$ cat config.mk
export PLATFORM = sky130hd
export DESIGN_NAME = rffp_front
export DESIGN_NICKNAME = d
export VERILOG_FILES = /design/src/hdl/rffp_pkg.sv /design/src/hdl/rffp_front.sv
export SDC_FILE = /design/constraint.sdc
export NUM_CORES = 1
export LEC_CHECK = 0
export ABC_AREA = 1
export BUFFER_PORTS_ARGS = -buffer_cell sky130_fd_sc_hd__buf_4
export CORE_MARGIN = 1
export CORE_UTILIZATION = 47
export DETAILED_ROUTE_END_ITERATION = 8
export GPL_TIMING_DRIVEN = 0
export MAX_ROUTING_LAYER = met4
export PLACE_DENSITY = 0.77
export REMOVE_ABC_BUFFERS = 1
export SYNTH_ARGS = -nofsm -noshare
export SYNTH_HDL_FRONTEND = slang
export SYNTH_SLANG_ARGS = --single-unit
$ cat constraint.sdc
create_clock -name i_clk -period 2.16 [get_ports i_clk]
set_clock_uncertainty 0.15 [all_clocks]
set_input_delay 0.108 -clock i_clk [delete_from_list [all_inputs] [get_ports i_clk]]
set_output_delay 0.108 -clock i_clk [all_outputs]
set_load 0.005 [all_outputs]
$ cat src/hdl/rffp_pkg.sv
// ----------------------------------------------------------------------------
// rffp_pkg
// Shared types and constants of the range/flow frame parser.
// ----------------------------------------------------------------------------
package rffp_pkg;

    localparam int PAYLOAD_BYTES_DEF = 12;
    localparam int FIELD_BYTES       = 9;
    localparam int FIELD_IDX_W       = 4;
    localparam int QUEUE_DEPTH       = 2;
    localparam int CFG_IDX_W         = 3;
    localparam int CFG_DATA_W        = 16;

    localparam logic [7:0]  STRENGTH_MIN = 8'd100;
    // ceil(2^32 / 100), exact floor division by 100 for values below 2^26
    localparam logic [25:0] RECIP_100    = 26'd42949673;

    localparam logic [CFG_IDX_W-1:0] CFG_SYNC_FIRST   = 3'd0;
    localparam logic [CFG_IDX_W-1:0] CFG_SYNC_SECOND  = 3'd1;
    localparam logic [CFG_IDX_W-1:0] CFG_MIN_RANGE    = 3'd2;
    localparam logic [CFG_IDX_W-1:0] CFG_MAX_RANGE    = 3'd3;
    localparam logic [CFG_IDX_W-1:0] CFG_MIN_QUALITY  = 3'd4;
    localparam logic [CFG_IDX_W-1:0] CFG_INVERT_X     = 3'd5;
    localparam logic [CFG_IDX_W-1:0] CFG_INVERT_Y     = 3'd6;
    localparam logic [CFG_IDX_W-1:0] CFG_GAIN         = 3'd7;

    typedef struct packed {
        logic [7:0]  sync_first;
        logic [7:0]  sync_second;
        logic [15:0] min_range;
        logic [15:0] max_range;
        logic [7:0]  min_flow_quality;
        logic        invert_x;
        logic        invert_y;
        logic [9:0]  flow_gain_percent;
    } t_cfg;

    typedef struct packed {
        logic [15:0] distance;
        logic [15:0] strength;
        logic [15:0] flow_x;
        logic [15:0] flow_y;
        logic [7:0]  quality;
    } t_frame;

    typedef struct packed {
        logic full;
        logic empty;
    } t_queue_status;

endpackage

$ cat src/hdl/rffp_front.sv
// ----------------------------------------------------------------------------
// rffp_front
// Byte-level frame sync, payload capture and running checksum.
// ----------------------------------------------------------------------------
module rffp_front #(
    parameter int PAYLOAD_BYTES = rffp_pkg::PAYLOAD_BYTES_DEF
) (
    input  logic                  i_clk,
    input  logic                  i_rst_n,
    input  logic                  i_valid,
    output logic                  o_stall,
    input  logic [7:0]            i_rx_byte,
    input  logic [7:0]            i_sync_first,
    input  logic [7:0]            i_sync_second,
    input  rffp_pkg::t_queue_status i_queue,
    output logic                  o_push,
    output rffp_pkg::t_frame      o_frame
);
    import rffp_pkg::*;

    localparam int CNT_W = $clog2(PAYLOAD_BYTES);

    typedef enum logic [3:0] {
        S_SYNC1   = 4'b0001,
        S_SYNC2   = 4'b0010,
        S_PAYLOAD = 4'b0100,
        S_CHECK   = 4'b1000
    } t_state;

    t_state             r_state, n_state;
    logic [CNT_W-1:0]   r_count, n_count;
    logic [7:0]         r_sum, n_sum;
    logic [7:0]         r_store [FIELD_BYTES];
    logic               w_accept;
    logic               w_store_en;

    assign o_stall  = i_queue.full;
    assign w_accept = i_valid && !i_queue.full;
    assign w_store_en = w_accept && (r_state == S_PAYLOAD) &&
                        (r_count < CNT_W'(FIELD_BYTES));

    always_comb begin
        n_state = r_state;
        n_count = r_count;
        n_sum   = r_sum;
        o_push  = 1'b0;
        if (w_accept) begin
            case (r_state)
                S_SYNC1: begin
                    if (i_rx_byte == i_sync_first) begin
                        n_sum   = i_rx_byte;
                        n_state = S_SYNC2;
                    end
                end
                S_SYNC2: begin
                    if (i_rx_byte == i_sync_second) begin
                        n_sum   = r_sum + i_rx_byte;
                        n_count = '0;
                        n_state = S_PAYLOAD;
                    end else begin
                        n_state = S_SYNC1;
                    end
                end
                S_PAYLOAD: begin
                    n_sum   = r_sum + i_rx_byte;
                    n_count = r_count + 1'b1;
                    if (r_count == CNT_W'(PAYLOAD_BYTES - 1)) begin
                        n_state = S_CHECK;
                    end
                end
                S_CHECK: begin
                    n_state = S_SYNC1;
                    n_count = '0;
                    o_push  = (i_rx_byte == r_sum);
                end
                default: begin
                    n_state = S_SYNC1;
                end
            endcase
        end
    end

    always_ff @(posedge i_clk) begin
        if (!i_rst_n) begin
            r_state <= S_SYNC1;
            r_count <= '0;
            r_sum   <= '0;
        end else begin
            r_state <= n_state;
            r_count <= n_count;
            r_sum   <= n_sum;
        end
    end

    always_ff @(posedge i_clk) begin
        if (w_store_en) begin
            r_store[r_count[FIELD_IDX_W-1:0]] <= i_rx_byte;
        end
    end

    assign o_frame.distance = {r_store[1], r_store[0]};
    assign o_frame.strength = {r_store[3], r_store[2]};
    assign o_frame.flow_x   = {r_store[5], r_store[4]};
    assign o_frame.flow_y   = {r_store[7], r_store[6]};
    assign o_frame.quality  = r_store[8];

endmodule

; Word level (Yosys, flattened, before mapping)
; Memories as Yosys holds them, arrays and structs flattened.
; Cells that the tools add are included.
[classes]
addsub = 2
multipliers = 0
div = 0
n_lt_le_gt_ge = 1
eq_ne = 11
shifts = 0
muxes = 13
n_bitwise = 0
n_reduce_logical = 9
[op_table]
columns = cell, n
row1 = 8-bit equality test, 3
row2 = 4-bit one-hot mux with 3 select lines, 2
row3 = 8-bit one-hot mux with 3 select lines, 1
row4 = 8-bit two-way mux, 2
row5 = 4-bit two-way mux, 3
row6 = 8-bit adder, 1
row7 = "4-bit equality test, second input constant", 2
row8 = 3-bit AND reduction, 2
row9 = 3-bit nonzero test, 2
row10 = "4-bit by 1-bit adder with 4-bit output, second input constant", 1
row11 = "4-bit by 1-bit equality test with 1-bit output, second input constant", 1
row12 = "4-bit by 2-bit equality test with 1-bit output, second input constant", 1
row13 = "4-bit by 3-bit equality test with 1-bit output, second input constant", 1
row14 = "4-bit less-than comparator, second input constant", 1
row15 = 1-bit two-way mux, 4
row16 = "2-bit != test, second input constant", 2
row17 = 4-bit AND reduction, 1
row18 = 1-bit logical AND, 3
row19 = 3-bit two-way mux, 1
row20 = "2-bit by 1-bit != test with 1-bit output, second input constant", 1
row21 = 1-bit zero test, 1
[word_totals]
ff_bits = 16
latch_bits = 0
mem_bits_rw = 72
rom_bits = 0
output_inout_bits = 74
n_memories = 1
[memory_table]
columns = memory, words, width, read_ports, rd_ports_with_merged_regs, wr, line_no
row1 = r_store, 9, 8, 9, 0, 1, rffp_front.sv:33  ; logic [7:0] r_store [FIELD_BYTES];

; Logic depth before layout (Yosys ltp)
[depth]
word_depth = 6
ltp_mapped = 13
mapped_depth_nobuf = 13

; Worst setup path before layout
; OpenSTA, ideal clock, no wires.
[synth_timing]
path_type = register to register
start = register r_count[0]
end = memory r_store[1][0] (enable)
setup_time_ns = 0.383
arrival_ns = 1.574
t_required_ns = 1.627
setup_slack_ns = 0.052
stages_incl_launch_ff = 7
n_path_buf = 0
cell_sequence = dfxtp_1 -> inv_1 -> ha_1 -> a21oi_1 -> nor3_1 -> inv_1 -> nor3_1
[synth_between]
elab_chain_cells = 4
[synth_rtl]
columns = element, line_no
row1 = "start, declared", rffp_front.sv:31  ; logic [CNT_W-1:0] r_count, n_count;
row2 = "start signal, assigned", rffp_front.sv:90  ; r_count <= n_count;
row3 = 4-bit less-than comparator, rffp_front.sv:40  ; (r_count < CNT_W'(FIELD_BYTES));
row4 = 1-bit logical AND, rffp_front.sv:39  ; assign w_store_en = w_accept && (r_state == S_PAYLOAD) &&
row5 = 1-bit two-way mux, rffp_front.sv:96  ; if (w_store_en) begin
row6 = 1-bit two-way mux (not written as such), rffp_front.sv:97  ; r_store[r_count[FIELD_IDX_W-1:0]] <= i_rx_byte;
row7 = "end, declared", rffp_front.sv:33
; Several ways; a longest one is shown, not always the timed one.

; Worst setup path after layout
[layout_timing]
start = register r_count[0]
end = memory r_store[0][7] (enable)
; The elaborated chain is that of the path after synthesis.

==> impl_metrics.ini <==
[status]
status = finished, violations left
violations = setup timing

[power]
swShare = 0.268
powerDensity_nw_per_um2 = 634
p_leak_nw = 2.26
peakVddDrop_v = 0.000357
seq_power_share = 0.554
intPower_mw = 2.47
finalPower_mw = 3.37
p_sw_mw = 0.901
p_clk_frac = 0.327
power_frac_comb = 0.119

[worst_setup_path]
r2r_start = r_count[0]
crit_type = flop to flop
critPathCaptureType = flop
cpPeakStageDelay_ps = 430
reg2reg_slack_ps = -30
endpoint = r_store[0][7]
arrival_ps = 2040
r2r_cells = 6
required_ps = 2010
crit_chain = inv_1 > ha_1 > a21oi_1 > nor3_1 > nand2_1 > nor2_2
slowest_stage = nor2_2
r2r_end = r_store[0][7]
path_max_fanout = 8
startpoint = r_count[0]
startpoint_type = flop

[placement]
gp_congestion = 0.902
pre_cts_slack_ps = -358
io_buffers = 101
dp_cells = 556
dp_hpwl_mm = 5.73

[synthesis]
synth-seq-cells = 88
muxShareOfSynthArea = 0
postSynthAreaPerCell_um2 = 10.8
synth_fa_ha_area_frac = 0.0411
yosysTopAreaCell = edfxtp_1
syn-instance-count = 355
yosys.area_share.simple = 0.192
yosysUniqueCellTypes = 34
synth.yosys.seq_area_share = 0.648
netlist.area_leader.share = 0.564
yosys_warnings = 0
synth_area_leaders = edfxtp_1 56%, nand2_1 8.8%, dfxtp_1 8.4%
synth_top_family_by_area = simple AND/OR/NAND/NOR gates
synth_xor_area_frac = 0.0251
syn_area_um2 = 3830
synth_compound_area_frac = 0.0405

[routing]
drt_iter0_drc = 158
vias_per_cell = 4.94
drt_first_pass_iters = 4
ant_nets = 0
drcViolationCount = 0
vias = 2917
routedWlPerCell_um = 15.2
wl_mm = 8.99

[clocking]
insertion_delay_ps = 360
htree_levels = 3
clkTransAtPathRegs_ps = 100
tritoncts = built
cts-root-buf = clkbuf_8
clock_sinks = 88
cts_buffers = 9
clock_path_buffers = 2

[run]
drv_cap = 0

[sta]
maxSlewViolCount = 0
worst_slew_pin_slew_ps = 483
fin_crit_ps = 2190
final-setup-viol-count = 15
finalCritPeriodShare = 1.01
rsz0062_at_grt = yes
hold_viol = 0
setup_tns_ps = -200
relSlewSlack = 0.677
worst_slack_ps = -25.4
fmax_mhz = 458

[floorplanning]
die_area_um2 = 8520
num_rows = 32
core_area_um2 = 7810
ios = 103
die_height_um = 92.3
start_util = 0.491
die_w_um = 92.3

[global_route]
grt_pass1_wl_mm = 13.0
grtUsageTotal = 0.211
grt_overflow_total = 0
grt_max_degree = 19
grt_pass1_vias = 2607
antenna_found_initial = 0

[layout]
final_cell_mix = 104 x buf_4, 90 x nand2_1, 72 x edfxtp_1
drive_above_1_share = 0.366
fin_cells = 591
final_common_cell = buf_4
fin_util = 0.681
fin_nets = 525
area_delta_synth_final_pct = 38.6
antenna_cells = 0

[hold_path]
min_path_type = primary input to flop
-- routing by layer --
| layer | GRT usage | routed length (um) | vias to the layer above |
|---|---|---|---|
| met1 | 0.260 | 3720 | 1354 |
| li1 | - | - | 1425 |
| met5 | - | 0 | - |
| met4 | 0.0768 | 112 | 0 |
| met2 | 0.346 | 4630 | 124 |
| met3 | 0.0419 | 532 | 14 |
-- registers in the layout, indices dropped and copies added, names as in the netlist --
name     flops
r_count      4
r_state      4
r_store     72
r_sum        8
-- worst min-delay path by stage --
stage,start,end,depth (start not counted)
2_1_floorplan,i_rst_n,r_state[0],1
5_1_grt,i_rx_byte[5],r_sum[5],5
3_3_place_gp,i_queue[1],o_stall,2
6_report,i_rx_byte[5],r_sum[5],5
4_1_cts,i_rx_byte[5],r_sum[5],5
3_5_place_dp,i_queue[1],o_stall,2
-- repair_timing --
| item | in CTS | in global routing |
|---|---|---|
| hold endpoints to repair | 88 | 0 |
| buffers inserted | 0 | 10 |
| hold buffers | 9 | 0 |
| pin swaps | 0 | 9 |
| gates resized for setup | 12 | 19 |
| endpoints found under the setup margin | 57 | 71 |
-- cell type report --
cell class,instances,area (um^2)
fillers,514,2490
flip-flops and latches,88,2480
inverters,50,196
clock buffers,9,124
multi-input cells,215,1300
clock inverters,7,72.6
well taps,102,128
repair buffers,120,1010
-- critical path: cells and delay by family (launching register included) --
kind / cells / cell delay [ps]
AND/OR/NAND/NOR: 3 / 940
flip-flops: 1 / 360
adder cells (fa/ha/maj): 1 / 190
buffers and inverters: 1 / 110
AO/OA/AOI/OAI: 1 / 80
-- stage by stage --
step | hold slack, ps | instance area, um^2
after global routing | 15.7 | 5310
after global placement | 242 | 4710
after floorplan | 42.7 | 3820
after CTS | 2.43 | 5060
final | 17.2 | 5310
after detailed placement | 243 | 4710
-- power by group through the flow --
stage / Sequential (mW) / Clock, mW / Combinational, mW
2_1_floorplan: 1.90 / 0 / 0.225
3_3_place_gp: 1.90 / 0 / 0.337
3_5_place_dp: 1.90 / 0 / 0.346
4_1_cts: 1.86 / 1.11 / 0.372
5_1_grt: 1.87 / 1.18 / 0.448
6_report: 1.87 / 1.10 / 0.401
-- cell usage after synthesis --
| library cell | instances |
|---|---|
| nand2_1 | 90 |
| edfxtp_1 | 72 |
| inv_1 | 37 |
| nor2_1 | 34 |
| dfxtp_1 | 16 |
| nand3_1 | 16 |
| a21oi_1 | 11 |
| ha_1 | 11 |
| xnor2_1 | 10 |
| inv_2 | 9 |
| nor3_1 | 8 |
| nand2_2 | 6 |
| o21ai_0 | 6 |
| o21ai_1 | 4 |
| a21oi_2 | 3 |
| nand2_4 | 2 |
| nor2_2 | 2 |
| nor3_2 | 2 |
| buf_4 | 1 |
| clkbuf_1 | 1 |
| clkinv_1 | 1 |
| clkinv_2 | 1 |
| clkinv_4 | 1 |
| fa_1 | 1 |
| inv_4 | 1 |
| nand3_2 | 1 |
| nand3b_1 | 1 |
| nor2_8 | 1 |
| nor4_1 | 1 |
| o21a_1 | 1 |
| o21ai_4 | 1 |
| or2_2 | 1 |
| or3_1 | 1 |
| xor2_1 | 1 |
-- kinds of logic after synthesis --
logic type | after synthesis
flops | 88
simple gates | 166
xor+xnor | 11
compound gates | 26
fa+ha+maj | 12
buf+inv | 52
Power figures use the tool's default switching activity.
