## config.mk

```make
export PLATFORM = sky130hd
export DESIGN_NAME = rffp_queue
export DESIGN_NICKNAME = d
export VERILOG_FILES = /design/src/hdl/rffp_pkg.sv /design/src/hdl/rffp_queue.sv
export SDC_FILE = /design/constraint.sdc
export NUM_CORES = 1
export LEC_CHECK = 0
export BUFFER_PORTS_ARGS = -buffer_cell sky130_fd_sc_hd__buf_2
export CORE_ASPECT_RATIO = 0.9
export CORE_UTILIZATION = 56
export CTS_CLUSTER_DIAMETER = 30
export DETAILED_ROUTE_END_ITERATION = 12
export PLACE_DENSITY = 0.89
export SYNTH_ARGS = -nofsm -noshare
export SYNTH_HDL_FRONTEND = slang
export SYNTH_SLANG_ARGS = --single-unit
```

## constraint.sdc

```tcl
create_clock -name i_clk -period 5.65 [get_ports i_clk]
set_input_delay 0.2825 -clock i_clk [delete_from_list [all_inputs] [get_ports i_clk]]
set_output_delay 0.2825 -clock i_clk [all_outputs]
set_load 0.02 [all_outputs]
```

## src/hdl/rffp_pkg.sv

```systemverilog
// ----------------------------------------------------------------------------
// rffp_pkg
// Shared types and constants of the range/flow frame parser.
// ----------------------------------------------------------------------------
package rffp_pkg;

    localparam int PAYLOAD_BYTES_DEF = 12;
    localparam int FIELD_BYTES       = 9;
    localparam int FIELD_IDX_W       = 4;
    localparam int QUEUE_DEPTH       = 2;
    localparam int CFG_IDX_W         = 3;
    localparam int CFG_DATA_W        = 16;

    localparam logic [7:0]  STRENGTH_MIN = 8'd100;
    // ceil(2^32 / 100), exact floor division by 100 for values below 2^26
    localparam logic [25:0] RECIP_100    = 26'd42949673;

    localparam logic [CFG_IDX_W-1:0] CFG_SYNC_FIRST   = 3'd0;
    localparam logic [CFG_IDX_W-1:0] CFG_SYNC_SECOND  = 3'd1;
    localparam logic [CFG_IDX_W-1:0] CFG_MIN_RANGE    = 3'd2;
    localparam logic [CFG_IDX_W-1:0] CFG_MAX_RANGE    = 3'd3;
    localparam logic [CFG_IDX_W-1:0] CFG_MIN_QUALITY  = 3'd4;
    localparam logic [CFG_IDX_W-1:0] CFG_INVERT_X     = 3'd5;
    localparam logic [CFG_IDX_W-1:0] CFG_INVERT_Y     = 3'd6;
    localparam logic [CFG_IDX_W-1:0] CFG_GAIN         = 3'd7;

    typedef struct packed {
        logic [7:0]  sync_first;
        logic [7:0]  sync_second;
        logic [15:0] min_range;
        logic [15:0] max_range;
        logic [7:0]  min_flow_quality;
        logic        invert_x;
        logic        invert_y;
        logic [9:0]  flow_gain_percent;
    } t_cfg;

    typedef struct packed {
        logic [15:0] distance;
        logic [15:0] strength;
        logic [15:0] flow_x;
        logic [15:0] flow_y;
        logic [7:0]  quality;
    } t_frame;

    typedef struct packed {
        logic full;
        logic empty;
    } t_queue_status;

endpackage

```

## src/hdl/rffp_queue.sv

```systemverilog
// ----------------------------------------------------------------------------
// rffp_queue
// Short frame queue between the parser and the result pipeline.
// ----------------------------------------------------------------------------
module rffp_queue (
    input  logic                    i_clk,
    input  logic                    i_rst_n,
    input  logic                    i_push,
    input  rffp_pkg::t_frame        i_frame,
    input  logic                    i_pop,
    output rffp_pkg::t_frame        o_frame,
    output rffp_pkg::t_queue_status o_status
);
    import rffp_pkg::*;

    localparam int PTR_W = (QUEUE_DEPTH > 1) ? $clog2(QUEUE_DEPTH) : 1;
    localparam int CNT_W = $clog2(QUEUE_DEPTH + 1);

    t_frame             r_mem [QUEUE_DEPTH];
    logic [PTR_W-1:0]   r_wr_ptr, r_rd_ptr;
    logic [CNT_W-1:0]   r_count;
    logic               w_push, w_pop;

    assign o_status.full  = (r_count == CNT_W'(QUEUE_DEPTH));
    assign o_status.empty = (r_count == '0);
    assign w_push = i_push && !o_status.full;
    assign w_pop  = i_pop && !o_status.empty;
    assign o_frame = r_mem[r_rd_ptr];

    always_ff @(posedge i_clk) begin
        if (!i_rst_n) begin
            r_wr_ptr <= '0;
            r_rd_ptr <= '0;
            r_count  <= '0;
        end else begin
            if (w_push) begin
                r_wr_ptr <= (r_wr_ptr == PTR_W'(QUEUE_DEPTH - 1)) ? '0 : r_wr_ptr + 1'b1;
            end
            if (w_pop) begin
                r_rd_ptr <= (r_rd_ptr == PTR_W'(QUEUE_DEPTH - 1)) ? '0 : r_rd_ptr + 1'b1;
            end
            if (w_push && !w_pop) begin
                r_count <= r_count + 1'b1;
            end else if (w_pop && !w_push) begin
                r_count <= r_count - 1'b1;
            end
        end
    end

    always_ff @(posedge i_clk) begin
        if (w_push) begin
            r_mem[r_wr_ptr] <= i_frame;
        end
    end

endmodule

```

Word-level counts from Yosys, hierarchy flattened
Memory sizes are Yosys's and may differ from the RTL's. A register that Yosys moved wholly into a read port is not among the register bits.
Cells that the tools add are included.
{"block": "totals", "inputBits": 76, "word_cells": 27, "register_bits": 4, "ramBits": 144, "memories": 1}
{"block": "classes", "addsub": 4, "mux": 8, "eq_ne": 1, "reduce_logical": 10}
{"name": "r_mem", "words": 2, "word_bits": 72, "read_ports": 1, "rd_clocked_by_memory_dff": 1, "write_ports": 1, "line": "rffp_queue.sv:19", "rtl": "t_frame r_mem [QUEUE_DEPTH];"}
{"op": "two-way mux 1 bit", "count": 6}
{"op": "logical AND 1 bit", "count": 4}
{"op": "logical NOT 1 bit", "count": 4}
{"op": "two-way mux 2 bit", "count": 2}
{"op": "adder 1 bit, second input constant", "count": 2}
{"op": "adder 2 x 1 -> 2 bit, second input constant", "count": 1}
{"op": "== test 2 bit, second input constant", "count": 1}
{"op": "logical NOT 2 bit", "count": 1}
{"op": "nonzero test 2 bit", "count": 1}
{"op": "subtractor 2 x 1 -> 2 bit, second input constant", "count": 1}

Depth between registers and ports, before layout
Gate-level depths: netlist (run 1).
{"block": "logic_depth", "depth_word": 7, "mapped_depth": 7, "mapped_depth_nobuf": 7}

Worst setup path after synthesis (run 1)
Ideal clock, no wire load.
{"block": "synth_timing", "path_kind": "flip-flop to flip-flop", "from": "reg r_count[0]", "to": "mem r_mem[0][0] (netlist name), enable pin", "setup_slack_ns": 1.738, "setup_time_ns": 0.491, "stages_incl_launch_ff": 4, "t_arrival_ns": 3.421, "path_cell_list": "dfxtp_1 nand2b_1 inv_2 nor3_2"}
{"element": "start: declaration", "line": "rffp_queue.sv:21", "rtl": "logic [CNT_W-1:0] r_count;"}
{"element": "start signal: assignment", "line": "rffp_queue.sv:43", "rtl": "r_count <= r_count + 1'b1;"}
{"element": "start signal: assignment", "line": "rffp_queue.sv:45", "rtl": "r_count <= r_count - 1'b1;"}
{"element": "end: declaration", "line": "rffp_queue.sv:19"}

==> run summary, run 1 <==
n_diodes: 0
H-Tree Depth: 4
ys async rst share: 0%
Setup WS pre-CTS: 3.75 ns
DIE AREA: 10100 µm²
Routability Congestion: 0.699
pin count of the biggest net entering global routing: 73
Leak: 2.88 nW
fmax: 406 MHz
Pwr per Cell Area: 450 nW/µm²
Mapped Area: 5450 µm²
synth-to-layout area growth: 38.8%
IO Count: 150
final WL: 11600 µm
Yosys cell types: 22
first-pass GRT wire length: 17100 µm
maximum VDD drop: 0.321 mV
fraction of layout instances using a drive strength above 1: 50.6%
CP Max Fanout: 72
most common flop cell mapped by yosys: edfxtp_1
Synth Net Count: 326
Post-route DRC: 0
TritonCTS Buffers: 17
worst skew pair latency: 0.52 ns
Worst-path clk slew: 0.06 ns
Max Slew Vio Count: 0
placed cell areas: 6300 µm²
Slew HR: 33.5%
RSZ-0062 raised after global routing: no
fin crit share: 43.6%
Synth warnings: 0
outcome: completed
Placed Cells incl. Taps: 514
Final nets: 560
worst path required time: 5.37 ns
Worst Tran Pin Value: 0.997 ns
Worst Clk Skew: 0.00838 ns
IO buf count: 149
Via density: 5.18
setup bufs post-CTS: 0
Final Worst Setup Slack: 3.19 ns
most common cell after layout, fill and taps aside: buf_2
Die H: 95.6 µm
clock buffer depth: 2
Worst setup SP type: register
Chip Width: 106 µm
core area: 9290 µm²
cell count after synthesis: 249
drt wl/cell: 18.7 µm
Avg Inst Size Synth: 21.9 µm²
total track usage: 23.8%
total global routing overflow: 0
Post-synth EDFFs: 144
clock root cell: clkbuf_8
final core utilization: 81.5%
vias in the first global route: 3375
Detail Placement HPWL: 6120 µm
Yosys reg bits: 149
initial antenna violation count: 0
Max-cap violations: 0
Hold Violations, Final: 0
# setup viols final: 0
crit path capture type: output pin
antenna-violating nets left: 0
Setup TNS: 0 ns
PostCTS Resize Cnt: 0
1st-iter DRT viols: 170
Final Instance Area: 7570 µm²
Rows: 33
worst hold path class: primary input to register
CTS sink cnt: 149
post-route insts no fill: 618
most frequent cells in the layout: buf_2, edfxtp_1, dlygate4sd3_1, mux2_2, clkbuf_16
WP data arrival: 2.18 ns
Starting Density: 58.7%
Worst Setup Path Type: register to output pin
sequential area share after synthesis: 81.1%
CTS tree: yes
fin crit period: 2.46 ns
via count: 3204
TritonRoute pass-1 iters: 4
## synth_stat cells, types with 2 or more instances
| library cell | count | share of area (%) |
|---|---|---|
| nor2_1 | 2 | 0.14 |
| buf_6 | 7 | 1.4 |
| mux2_1 | 7 | 1.4 |
| edfxtp_1 | 144 | 79 |
| dfxtp_1 | 5 | 1.8 |
| and2_1 | 3 | 0.34 |
| mux2_2 | 65 | 13 |
| xnor2_1 | 2 | 0.32 |
## metrics by stage
stage	total power, W	hold WS, ns
final	0.00340	0.0744
after global placement	0.00230	0.470
after global routing	0.00352	0.0552
after detailed placement	0.00233	0.474
after floorplan	0.00208	0.381
after CTS	0.00340	0.0335
## state kept, by name (all words and copies together) (netlist names), named ones only
signal	cells
r_mem	144
r_rd_ptr	1
r_wr_ptr	1
r_count	2
## critical path: stages (launching register included)
cell     delay [ns]
dfxtp_4        0.95
mux2_2         0.45
buf_2          0.17
## final cells by class
cell class	count	area (µm²)
Inverter	2	7.51
Sequential cell	149	4430
Clock buffer	17	414
Tap cell	122	153
Timing Repair Buffer	223	1480
Multi-Input combinational cell	90	948
Clock inverter	15	135
Fill cell	463	1720
## power breakdown
part | internal [W] | switching, W
clock network | 0.000560 | 0.000480
registers | 0.00139 | 0.000117
logic | 0.000370 | 0.000486
total | 0.00232 | 0.00108
## cell families (layout without fill, tap and decap cells)
kind of cell | Yosys count | in the layout | synth area share (%)
xor gates and xnor gates | 3 | 3 | 0.482
DFF | 149 | 149 | 81.1
muxes | 72 | 72 | 14.9
AOI/OAI and AO/OA | 5 | 5 | 0.597
adders and majority gates | 1 | 1 | 0.229
and+or+nand+nor | 9 | 9 | 1.01
buffers and inverters | 10 | 257 | 1.67
## worst paths after layout
check,start,slack (ns),end,depth (start not counted)
max,register,3.19,o_frame[25],2
min,i_rst_n,0.07,register,2
max reg2reg,r_count[0],3.72,r_mem[1][13],2
min reg2reg,r_rd_ptr,0.60,register,2
## what timing repair did
item                                   4_1_cts  5_1_grt
endpoints found under the hold margin      144        0
hold buffers                                72        0
setup endpoints to repair                    0        0
## per-layer routing
layer  part of all wire [%]  vias to the layer above  track usage, %
met2                     54                      145            43.2
met5                      0                        -               0
met3                    6.0                       22            6.36
li1                       -                     1454               -
met4                    1.8                        0            10.2
met1                     38                     1583            26.8
No activity file was read; power rests on OpenSTA's default activity.
==> run 2: changes to the inputs <==
- CORE_UTILIZATION: 56 -> 52
- PLACE_DENSITY: 0.89 -> 0.83
- clock period: 5.65 -> 2.48 ns (I/O delays scaled with it)
==> run 2 against run 1 <==
- hold slack gained 0.050 ns
- core utilization decreased by 6.4 points
- die area rose by 7.5%
- via count is 3.4% lower
- total power rose by 130%
- register-to-register slack got worse by 2.9 ns
- sequential cell count stayed put
- first-iteration DRC count down 38%
- global-route usage down 3.7 points
- sequential share of layout area decreased by 0.64 points
- clock skew is 0.0081 ns higher
==> run summary, run 2 (synthesis gave the netlist of run 1 again) <==
Worst Clk Skew: 0.0165 ns (+0.00812 ns)
Post-route DRC: 0 (unchanged)
Hold Path Origin: i_push
Via density: 4.94 (-4.8%)
Leak: 2.92 nW (+1.3%)
Logic pwr share: 26.6% (+1.5 points)
Pwr per Cell Area: 1020 nW/µm² (+130%)
worst skew pair latency: 0.40 ns (-0.12 ns)
Routability Congestion: 0.763 (+9.1%)
R2R setup slack: 0.79 ns (-2.93 ns)
placed cell areas: 6360 µm² (+1.1%)
IO Count: 150 (unchanged)
Final Instance Area: 7650 µm² (+1.1%)
synth-to-layout area growth: 40.4%
post-route insts no fill: 627 (+1.5%)
Levels on crit path: 3 (+1)
Hold Violations, Final: 0 (unchanged)
1st-iter DRT viols: 106 (-38%)
# hold bufs at CTS: 73 (+1.4%)
total global routing overflow: 0 (unchanged)
filler instances: 606 (+31%)
Final Worst Setup Slack: 0.517 ns (-2.67 ns)
Min-Delay Endpoint: r_wr_ptr
area of the multi-input gates: 956 µm² (+0.79%)
Most flops, register: r_mem
Worst Setup Path Type: register to output pin
Largest regs: r_mem (144), r_count (2)
final WL: 10400 µm (-10%)
fmax: 510 MHz
initial antenna violation count: 0 (unchanged)
TritonRoute pass-1 iters: 6 (+2)
fin crit share: 79.1%
worst path cell trace: buf_12 -> mux2_2 -> buf_2
Seq pwr share: 42.6% (-1.7 points)
clock buffer depth: 2 (unchanged)
internal power: 0.00552 W (+140%)
Crit Reg-Reg Endpoint: r_mem[0][59]
setup bufs post-CTS: 0 (unchanged)
most frequent cells in the layout: buf_2, edfxtp_1, dlygate4sd3_1, mux2_2, clkbuf_16
outcome: completed
pin count of the biggest net entering global routing: 54 (-26%)
Slew HR: 58.9% (+25 points)
antenna-violating nets left: 0 (unchanged)
via count: 3096 (-3.4%)
PostCTS Resize Cnt: 0 (unchanged)
worst hold path class: primary input to register
Detail Placement HPWL: 6230 µm (+1.8%)
worst hold-check slack: 0.125 ns (+0.0501 ns)
Setup WS pre-CTS: 0.805 ns (-2.94 ns)
hold path depth: 3 (+1)
Top delay family on crit path: flip-flops
CP Max Fanout: 53 (-26%)
H-Tree Depth: 4 (unchanged)
Rows: 35 (+6.1%)
maximum VDD drop: 0.549 mV (+71%)
fin crit period: 1.96 ns
Worst-path clk slew: 0.05 ns (about the same)
first-pass GRT wire length: 16000 µm (-6.6%)
Final nets: 564 (+0.71%)
TritonCTS Buffers: 17 (unchanged)
RSZ-0062 raised after global routing: no
core area: 10200 µm² (+9.8%)
fraction of layout instances using a drive strength above 1: 51.2% (+0.60 points)
FF+latch area: 4430 µm² (about the same)
Crit Reg-Reg Startpoint: r_count[0]
# setup viols final: 0 (unchanged)
drt wl/cell: 16.6 µm (-12%)
R2R depth: 4 (+2)
Chip Width: 110 µm (+3.7%)
CTS tree: yes
Setup TNS: 0 ns (unchanged)
clock root cell: clkbuf_16
Max-cap violations: 0 (unchanged)
Die H: 99.1 µm (+3.7%)
total track usage: 20.1% (-3.7 points)
CTS sink cnt: 149 (unchanged)
Max Slew Vio Count: 0 (unchanged)
most common cell after layout, fill and taps aside: buf_2
Clk network pwr share: 30.8% (+0.3 points)
Placed Cells incl. Taps: 524 (+1.9%)
n_diodes: 0 (unchanged)
crit path capture type: output pin
CP max stage delay: 0.52 ns (-0.43 ns)
buffer and inverter count on the worst path: 2 (+1)
vias in the first global route: 3284 (-2.7%)
critical path's slowest cell: dfxtp_4
Worst Tran Pin Value: 0.617 ns (-0.380 ns)
Worst setup SP type: register
IO buf count: 149 (unchanged)
max reg flops: 144 (unchanged)
worst path required time: 2.36 ns (-3.01 ns)
Sw Pwr: 0.00227 W (+110%)
Sw Ratio: 29.1% (-2.7 points)
WP data arrival: 1.84 ns (-0.34 ns)
Starting Density: 53.4% (-5.3 points)
DIE AREA: 10900 µm² (+7.5%)
run 2: changes by cell type in the layout (fill, tap and decap cells not counted), moves of 2 or more:
cell and change:
bufinv_16 +2, buf_12 +2, clkinv_2 +6, inv_8 -4, inv_6 -4
run 2: power groups by stage:
| stage | logic, W | registers [W] | clock network (W) |
|---|---|---|---|
| floorplan | 0.00146 | 0.00329 | 0 |
| global placement | 0.00196 | 0.00334 | 0 |
| detailed placement | 0.00199 | 0.00336 | 0 |
| CTS | 0.00209 | 0.00331 | 0.00244 |
| global route | 0.00221 | 0.00335 | 0.00255 |
| finish | 0.00207 | 0.00331 | 0.00240 |
run 2: worst max-delay path by stage:
stage              endpoint        from  slack [ns]
6_report        o_frame[35]    register        0.52
5_1_grt         o_frame[35]    register        0.44
4_1_cts         o_frame[41]    register        0.51
3_5_place_dp   r_mem[0][63]  r_count[0]        0.81
3_3_place_gp   r_mem[0][63]  r_count[0]        0.87
2_1_floorplan   r_mem[0][0]  r_count[0]       -0.27
run 2: layout make-up:
cell class / instances / area share, %
clock buffer: 17 / 5.56
tap: 129 / 2.11
clock inverter: 13 / 1.73
inverter: 2 / 0.131
multi-input combinational: 90 / 12.5
timing repair buffer: 227 / 20.1
sequential: 149 / 57.9
run 2: per-layer routing:
layer  part of all wire (%)  GRT usage, %  up-vias  wire length (µm)
li1                       -             -     1463                 -
met1                     41          23.7     1525              4220
met2                     53          35.0      100              5490
met3                    5.8          6.55        8               608
met4                   0.72          5.64        0                75
met5                      0             0        -                 0
run 2: worst register-to-register path, cell delays in order (launching register included):
cell      delay (ns)
dfxtp_2         0.38
nand2b_4        0.17
inv_4           0.05
nor3_4          0.16
buf_4           0.53
run 2: stage by stage:
stage	util, %	power (W)
3_3_place_gp	62.4	0.00529
3_5_place_dp	62.4	0.00535
4_1_cts	75.0	0.00784
5_1_grt	75.0	0.00811
2_1_floorplan	-	0.00476
6_report	75.0	0.00778
==> run 3: changes to the inputs <==
- CORE_UTILIZATION: 52 -> 47
- PLACE_DENSITY: 0.83 -> 0.8
- clock period: 2.48 -> 1.6 ns (I/O delays scaled with it)
==> run 3 against run 2 <==
- the run now ends with setup timing left
- via count rose by 3.4%
- sequential share of layout area fell by 5.7 points
- core utilization rose by 2.0 points
- non-clock buffer count rose by 14
- clock-buffer cell count rose by 1
- combinational power rose by 140%
- final area rose by 11%
- global-route usage fell by 0.65 points
- first-iteration DRC count rose by 82%
- highest routed layer unchanged
==> run summary, run 3 (synthesis gave the netlist of run 1 again) <==
IO Count: 150 (unchanged)
Worst-path clk slew: 0.05 ns (about the same)
drt wl/cell: 19.6 µm (+18%)
Chip Width: 116 µm (+5.1%)
Most flops, register: r_mem
# setup viols final: 54 (+54)
Hold Path Origin: i_push
fin crit period: 1.66 ns
Final Instance Area: 8500 µm² (+11%)
DIE AREA: 12000 µm² (+10%)
Worst Setup Path Type: register to output pin
placed cell areas: 6460 µm² (+1.5%)
Final Worst Setup Slack: -0.0617 ns (-0.579 ns)
TritonCTS Buffers: 17 (unchanged)
1st-iter DRT viols: 193 (+82%)
Hold Violations, Final: 0 (unchanged)
Crit Reg-Reg Endpoint: r_count[1]
Starting Density: 49.4% (-4.0 points)
maximum VDD drop: 1.30 mV (+140%)
total track usage: 19.4% (-0.65 points)
Leak: 3.32 nW (+14%)
first-pass GRT wire length: 16700 µm (+4.6%)
Routability Congestion: 0.712 (-6.7%)
failing checks: setup timing
Final nets: 578 (+2.5%)
via count: 3200 (+3.4%)
Via density: 4.80 (-2.7%)
filler instances: 625 (+3.1%)
fraction of layout instances using a drive strength above 1: 53.3% (+2.1 points)
Largest regs: r_mem (144), r_count (2)
Rows: 36 (+2.9%)
CTS sink cnt: 149 (unchanged)
fmax: 602 MHz
Pwr per Cell Area: 1640 nW/µm² (+61%)
Setup WS pre-CTS: 0.0616 ns (-0.744 ns)
worst skew pair latency: 0.42 ns (+0.02 ns)
Worst Clk Skew: 0.00754 ns (-0.00897 ns)
most frequent cells in the layout: edfxtp_1, buf_2, dlygate4sd3_1, buf_6, mux2_4
Max-cap violations: 0 (unchanged)
CTS tree: yes
final WL: 13100 µm (+26%)
CP Max Fanout: 6 (-89%)
final core utilization: 77.0% (+2.0 points)
TritonRoute pass-1 iters: 4 (-2)
Max Slew Vio Count: 0 (unchanged)
FF+latch area: 4430 µm² (about the same)
R2R setup slack: 0.09 ns (-0.70 ns)
initial antenna violation count: 0 (unchanged)
most common cell after layout, fill and taps aside: edfxtp_1
clock buffer depth: 2 (unchanged)
pin count of the biggest net entering global routing: 44 (-19%)
Worst Tran Pin Value: 0.259 ns (-0.358 ns)
worst path required time: 1.52 ns (-0.84 ns)
Post-route DRC: 0 (unchanged)
R2R depth: 6 (+2)
Setup crit end: o_frame[60]
Die H: 104 µm (+5.1%)
synth-to-layout area growth: 55.8%
WP data arrival: 1.58 ns (-0.26 ns)
Detail Placement HPWL: 6060 µm (-2.8%)
Slew HR: 82.7% (+24 points)
RSZ-0062 raised after global routing: yes
clock root cell: clkbuf_16
core area: 11000 µm² (+8.2%)
Crit Reg-Reg Startpoint: r_count[0]
outcome: finished, violations left
max reg flops: 144 (unchanged)
n_diodes: 0 (unchanged)
total global routing overflow: 0 (unchanged)
vias in the first global route: 3429 (+4.4%)
IO buf count: 149 (unchanged)
worst hold path class: primary input to register
antenna-violating nets left: 0 (unchanged)
Worst setup SP type: register
H-Tree Depth: 4 (unchanged)
crit path capture type: output pin
fin crit share: 104%
area of the multi-input gates: 1130 µm² (+18%)
-- run 3: changes by cell type in the layout (fill, tap and decap cells not counted), moves of 3 or more --
cell        before  now
clkbuf_16       17   22
buf_6            0   49
mux2_1           7    3
buf_2          149  101
mux2_2          65   22
buf_12           2    6
clkinvlp_4       1    4
mux2_4           0   47
-- run 3: worst min-delay path by stage --
stage	endpoint	depth (start not counted)	slack, ns
2_1_floorplan	r_mem[0][0]	0	0.18
3_3_place_gp	r_mem[0][19]	1	0.27
6_report	r_wr_ptr	3	0.1
3_5_place_dp	r_mem[1][30]	1	0.27
4_1_cts	r_wr_ptr	3	0.07
5_1_grt	r_wr_ptr	3	0.10
-- run 3: critical path, stage by stage (launching register included) --
cell and delay, ns:
dfxtp_4 0.38, buf_12 0.15, clkbuf_16 0.18, mux2_4 0.32
buf_6 0.13
-- run 3: cell type report --
cell class	count	share of cell area, %
sequential	149	52.2
timing repair buffer	241	25.2
multi-input combinational	90	13.3
clock buffer	18	5.05
tap	152	2.24
clock inverter	14	1.90
inverter	2	0.118
-- run 3: power by group --
part,leakage [nW],switching [W],internal [W],total (W)
registers,1.39,0.000186,0.00492,0.00510
logic,1.65,0.00237,0.00253,0.00490
clock network,0.279,0.00147,0.00243,0.00390
-- run 3: what timing repair did --
action / 4_1_cts / 5_1_grt
hold buffers: 73 / 0
setup endpoints to repair: 54 / 73
hold endpoints to repair: 149 / 0
gates cloned: 1 / 8
buffers inserted: 0 / 3
resized for setup: 9 / 141
pin swaps: 0 / 2
-- run 3: layer usage --
layer  GRT usage (%)  up-vias  share of wire (%)
li1                -     1495                  -
met1            21.7     1582                 41
met2            33.3      106                 53
met3            6.93       17                5.0
met4            7.98        0                1.2
met5               0        -                  0
-- run 3: stage by stage --
stage	std cells	total power (W)	TNS [ns]	hold slack (ns)
6_report	666	0.0139	-1.77	0.0990
5_1_grt	666	0.0144	-4.57	0.101
4_1_cts	655	0.0126	-4.45	0.0689
3_5_place_dp	549	0.00839	0	0.271
3_3_place_gp	549	0.00832	0	0.268
2_1_floorplan	249	0.00737	-104.37	0.179
